**src/hdl/qpt_pkg.sv**
```systemverilog
package qpt_pkg;

   localparam int QUAT_BITS              = 32;
   localparam int COORD_WIDTH_DEFAULT    = 32;
   localparam int QUAT_FRAC_BITS_DEFAULT = 30;
   localparam int CSR_INDEX_BITS         = 3;

   // cycles from a quaternion register update to settled matrix coefficients
   localparam int MATRIX_LATENCY = 2;

   localparam logic [CSR_INDEX_BITS-1:0] REG_QUAT_X  = 3'd0;
   localparam logic [CSR_INDEX_BITS-1:0] REG_QUAT_Y  = 3'd1;
   localparam logic [CSR_INDEX_BITS-1:0] REG_QUAT_Z  = 3'd2;
   localparam logic [CSR_INDEX_BITS-1:0] REG_QUAT_W  = 3'd3;
   localparam logic [CSR_INDEX_BITS-1:0] REG_SHIFT_X = 3'd4;
   localparam logic [CSR_INDEX_BITS-1:0] REG_SHIFT_Y = 3'd5;
   localparam logic [CSR_INDEX_BITS-1:0] REG_SHIFT_Z = 3'd6;

   typedef struct packed {
      logic signed [QUAT_BITS-1:0] x;
      logic signed [QUAT_BITS-1:0] y;
      logic signed [QUAT_BITS-1:0] z;
      logic signed [QUAT_BITS-1:0] w;
   } quat_type;

   // rounded pairwise product: (2*QUAT_BITS+1) - frac bits; coefficient adds 3 bits
   function automatic int coef_width(input int frac_bits);
      return 2 * QUAT_BITS + 4 - frac_bits;
   endfunction

   // three products plus translation and rounding constant
   function automatic int sum_width(input int coord_width, input int frac_bits);
      return coef_width(frac_bits) + coord_width + 2;
   endfunction

endpackage

```
**src/hdl/qpt_sat.sv**
```systemverilog
module qpt_sat #(
   parameter int COORD_WIDTH    = qpt_pkg::COORD_WIDTH_DEFAULT,
   parameter int QUAT_FRAC_BITS = qpt_pkg::QUAT_FRAC_BITS_DEFAULT
) (
   input  logic                          clock,
   input  logic                          reset,
   input  logic                          in_valid,
   output logic                          in_ready,
   input  logic signed [qpt_pkg::sum_width(COORD_WIDTH, QUAT_FRAC_BITS)-QUAT_FRAC_BITS-1:0]
                                         in_value [3],
   output logic                          out_valid,
   input  logic                          out_ready,
   output logic signed [COORD_WIDTH-1:0] out_value [3],
   output logic                          out_saturated
);

   localparam int R_W = qpt_pkg::sum_width(COORD_WIDTH, QUAT_FRAC_BITS) - QUAT_FRAC_BITS;
   localparam logic signed [R_W-1:0] MAX_EXT =
      {{(R_W - COORD_WIDTH + 1){1'b0}}, {(COORD_WIDTH - 1){1'b1}}};
   localparam logic signed [R_W-1:0] MIN_EXT =
      {{(R_W - COORD_WIDTH + 1){1'b1}}, {(COORD_WIDTH - 1){1'b0}}};
   localparam logic signed [COORD_WIDTH-1:0] MAX_OUT = {1'b0, {(COORD_WIDTH - 1){1'b1}}};
   localparam logic signed [COORD_WIDTH-1:0] MIN_OUT = {1'b1, {(COORD_WIDTH - 1){1'b0}}};

   logic                          v_ff;
   logic                          load;
   logic signed [COORD_WIDTH-1:0] value_in [3];
   logic signed [COORD_WIDTH-1:0] value_ff [3];
   logic [2:0]                    clip;
   logic                          sat_in, sat_ff;

   assign load     = !v_ff || out_ready;
   assign in_ready = load;

   always_comb begin
      for (int i = 0; i < 3; i++) begin
         priority if (in_value[i] > MAX_EXT) begin
            value_in[i] = MAX_OUT;
            clip[i]     = 1'b1;
         end else if (in_value[i] < MIN_EXT) begin
            value_in[i] = MIN_OUT;
            clip[i]     = 1'b1;
         end else begin
            value_in[i] = in_value[i][COORD_WIDTH-1:0];
            clip[i]     = 1'b0;
         end
      end
      sat_in = |clip;
   end

   always_ff @(posedge clock) begin
      if (reset) begin
         v_ff <= 1'b0;
      end else if (load) begin
         v_ff <= in_valid;
      end
   end

   always_ff @(posedge clock) begin
      if (load) begin
         value_ff <= value_in;
         sat_ff   <= sat_in;
      end
   end

   assign out_valid     = v_ff;
   assign out_value     = value_ff;
   assign out_saturated = sat_ff;

endmodule

```
**config.mk**
```make
export PLATFORM = sky130hd
export DESIGN_NAME = qpt_sat
export DESIGN_NICKNAME = d
export VERILOG_FILES = /design/src/hdl/qpt_pkg.sv /design/src/hdl/qpt_sat.sv
export SDC_FILE = /design/constraint.sdc
export NUM_CORES = 1
export LEC_CHECK = 0
export ABC_CLOCK_PERIOD_IN_PS = 3100
export CORE_ASPECT_RATIO = 2
export CORE_MARGIN = 4
export CORE_UTILIZATION = 56
export DETAILED_ROUTE_END_ITERATION = 6
export DONT_BUFFER_PORTS = 1
export PLACE_DENSITY = 0.74
export SETUP_SLACK_MARGIN = 0.5
export SYNTH_ARGS = -nofsm -noshare
export SYNTH_HDL_FRONTEND = slang
export SYNTH_SLANG_ARGS = --single-unit
export TNS_END_PERCENT = 1
```
**constraint.sdc**
```tcl
create_clock -name clock -period 3.1 [get_ports clock]
set_input_delay 0.31 -clock clock [delete_from_list [all_inputs] [get_ports clock]]
set_output_delay 0.31 -clock clock [all_outputs]
set_load 0.05 [all_outputs]
```
### Word level (Yosys, flattened, before mapping)

Cells that the tools add are included.

* logic and storage cells: 23
* input port bits: 130
* flip-flop bits (word level): 98
* output and inout bits: 99

* multiplexer cells: 9
* $lt $le $gt $ge: 6
* reduce and logical (&&, ||, !) cells: 3

Operators with widths (number)
* > comparator 42 x 32 -> 1 bit, second input constant: 3
* < comparator 42 x 32 -> 1 bit, second input constant: 3
* two-way mux 32 bit: 3
* two-way mux 1 bit: 6
* OR reduction 3 bit: 1
* zero test 1 bit: 1
* logical OR 1 bit: 1

### Logic depth before layout (Yosys ltp)

* depth in word-level cells: 4
* mapped depth: 4
* depth with buffers taken out: 4

### Worst setup path after synthesis

No wires, ideal clock.

* kind: reg-to-reg
* start point: register v_ff, in the netlist out_valid
* end point: register sat_ff, in the netlist out_saturated, enable pin
* cell stages (with the launch flop): 2
* required time: 2.068 ns
* setup time: 1.032 ns
* arrival time: 2.630 ns
* clock period less this slack: 3.663 ns
* buffers on the path: 0
* setup slack: -0.563 ns
* cell sequence: dfxtp_1 -> nand2b_1

* cells in the longest elaborated chain, start to end: 2

RTL lines
* from (decl): RTL line qpt_sat.sv:25 `logic v_ff;`
* from (signal assigned): RTL line qpt_sat.sv:55 `v_ff <= in_valid;`
* zero test 1 bit: RTL line qpt_sat.sv:32 `assign load = !v_ff || out_ready;`
* logical OR 1 bit: RTL line qpt_sat.sv:32
* named net in_ready: RTL line qpt_sat.sv:8 `output logic in_ready,`
* to (signal assigned): RTL line qpt_sat.sv:62 `sat_ff <= sat_in;`
* to (decl): RTL line qpt_sat.sv:30 `logic sat_in, sat_ff;`

The timed path passes the listed nets, and every way through them passes these cells.
A chain may end at the register's enable or synchronous reset.

### Worst setup path in the final report

* start point: register v_ff, in the netlist out_valid
* end point: output port in_ready

* cells in the longest elaborated chain, start to end: 2

RTL lines (RTL line)
* zero test 1 bit: qpt_sat.sv:32
* logical OR 1 bit: qpt_sat.sv:32
* to (decl): qpt_sat.sv:8

Every way passes these cells.

==> flow_summary.ini <==
[outcome]
status = completed

[setup_path]
crit_chain = nand2b_4, buf_12
slowest_delay_ns = 0.69
cp.arrival_ns = 1.73
critPathMaxFanout = 80
endpoint_kind = output pin
rr_startpoint = out_valid
crit_path_start = out_valid
path_buf_inv = 1
worstSetupPathType = reg -> out
required_ns = 2.79
critPathLaunchType = flip-flop
crit_family = flip-flops
cp_slowest_cell = dfxtp_1

[grt]
antenna_found_initial = 0
grt_pass1_vias = 2246
grt-ovfl-total = 0
grt_max_degree = 81
grt_pass1_wl_um = 12400
grt_use_total = 0.208

[timing]
min_period_over_period = 0.658
finalSetupViolCount = 0
fin_crit_ns = 2.04
worst_pin_slew_ns = 0.585
skew_ns = 0.00558
fmax_ghz = 0.491
relSlewSlack = 0.610
rsz0062_at_grt = no
hold_viol = 0
drv_slew = 0
finalSetupTns_ns = 0

[logic_synthesis]
synthTopCellsByArea = edfxtp_1 75%, a21o_1 18%, buf_2 1.2%
synthCells = 241
synth_enable_flop_cells = 97
synth_common_cells = 97 x edfxtp_1, 93 x a21o_1, 12 x clkbuf_1
synth_top_family_by_area = compound AO/OA/AOI/OAI gates
yosys.area_share.xor_xnor = 0
synth_top_area_share = 0.746
syn_area_um2 = 3900
yosysMostFrequentCell = edfxtp_1
synth-simple-area-share = 0.0304
async_reset_ff_frac = 0
avgSynthCellArea_um2 = 16.2
ys_dominant_reg_cell = edfxtp_1
yosysWarnings = 0
yosys.area_share.adder = 0
synth_top_area_cell = edfxtp_1
ys_types = 16
syn-num-nets = 371
synth_compound_area_frac = 0.194
synth_seq_area_share = 0.751
synth_mux_area_frac = 0
ys_seq_elements = 98

[floorplan]
core-area_um2 = 6730
start_util = 0.581
dieArea_um2 = 8450
die_w_um = 67.0
ios = 229
num_rows = 42
die_h_um = 126

[power_and_ir_drop]
power_w = 0.00334
power_frac_seq = 0.589
max-vdd-ir-drop_mv = 0.593
leakage_nw = 1.76
powerDensity_nw_per_um2 = 762
clkPwrFrac = 0.367
swShare = 0.271
pwr-share-comb = 0.044
switchingPower_w = 0.000906
p_int_w = 0.00243

[clock_tree]
tritoncts = yes
postCtsSetupRepairBufs = 0
postCtsResizedCells = 0
worstSkewPairLatency_ns = 0.33
cts_buffers = 9
cts_hold_buf = 0
cts_root_buf = clkbuf_16
cts.sinks = 98
clkSlewWorstSetupHoldPaths_ns = 0.06
clockBufferDepth = 2
cts_htree_levels = 3

[route]
wl_per_cell_um = 26.2
wirelength_um = 8690
antenna_left = 0
drt-initial-drc-count = 191
avgViaCountPerCell = 6.30
drc_errors = 0
vias = 2084
dr.pass1.iters = 4

[layout]
fin_nets = 368
instances_no_fill = 331
drive_above_1_share = 0.115
n_antenna_cell = 0
fill_cells = 492
syn_to_final_growth_pct = 12.2

[placement]
dp.cells = 315
globalplace.congestion = 0.756
hpwl_um = 6470
io_buffer_count = 0

[run]
maxCapViolations = 0

[hold_path]
hp-start = reset
min_path_type = in -> reg
stage by stage:
| step | utilization | hold WS, ns | instance area, µm² | worst slack (ns) |
|---|---|---|---|---|
| finish | 0.651 | 0.0404 | 4380 | 1.06 |
| global route | 0.651 | 0.0234 | 4380 | 1.00 |
| CTS | 0.651 | 0.0191 | 4380 | 1.07 |
| detailed placement | 0.601 | 0.382 | 4040 | 1.26 |
| global placement | 0.601 | 0.382 | 4040 | 1.31 |
| floorplan | - | 0.379 | 3910 | 0.628 |
state kept, by name, indices dropped and copies added (netlist names):
name	flops
out_valid	1
out_saturated	1
out_value	96
logic make-up after synthesis:
logic type             Yosys count
AO/OA/AOI/OAI                  100
flip-flops                      98
buffers and inverters           22
AND/OR/NAND/NOR                 21
power groups by stage:
stage	logic, W	registers (W)	clock network [W]
final	0.000148	0.00196	0.00122
after floorplan	0.000118	0.00197	0
after global placement	0.000141	0.00199	0
after CTS	0.000150	0.00197	0.00125
after global routing	0.000165	0.00197	0.00131
after detailed placement	0.000150	0.00199	0
cells in the final DEF (no fill, tap or decap), drive strengths merged:
master and n:
inv 1, clkbuf 11, nor2 3, nand4 6
o31ai 3, bufinv 3, nor4 6, nand4b 1
or3 1, nand2 3, clkinvlp 2, a31oi 3
nand2b 1, edfxtp 97, a21oi 1, buf 7
a21o 93, dfxtp 1
metal layers:
layer / up-vias / part of all wire / global-route usage
met3: 11 / 0.12 / 0.112
met4: 0 / 0.020 / 0.0921
li1: 933 / - / -
met5: - / 0 / 0
met2: 154 / 0.56 / 0.364
met1: 986 / 0.29 / 0.186
layout make-up:
class / count / area [µm²] / area share
clock buffer: 11 / 233 / 0.0531
clock inverter: 5 / 105 / 0.0240
inverter: 1 / 3.75 / 0.000857
multi-input combinational: 121 / 931 / 0.213
sequential: 98 / 2930 / 0.670
tap: 88 / 110 / 0.0251
timing repair buffer: 7 / 65.1 / 0.0149
worst paths after layout:
| check | to | slack (ns) | depth (start not counted) |
|---|---|---|---|
| min | out_valid | 0.04 | 1 |
| min reg2reg | out_value[9] | 1.05 | 1 |
| max reg2reg | out_value[17] | 1.38 | 2 |
| max | in_ready | 1.06 | 2 |
Power figures use the tool's default switching activity.
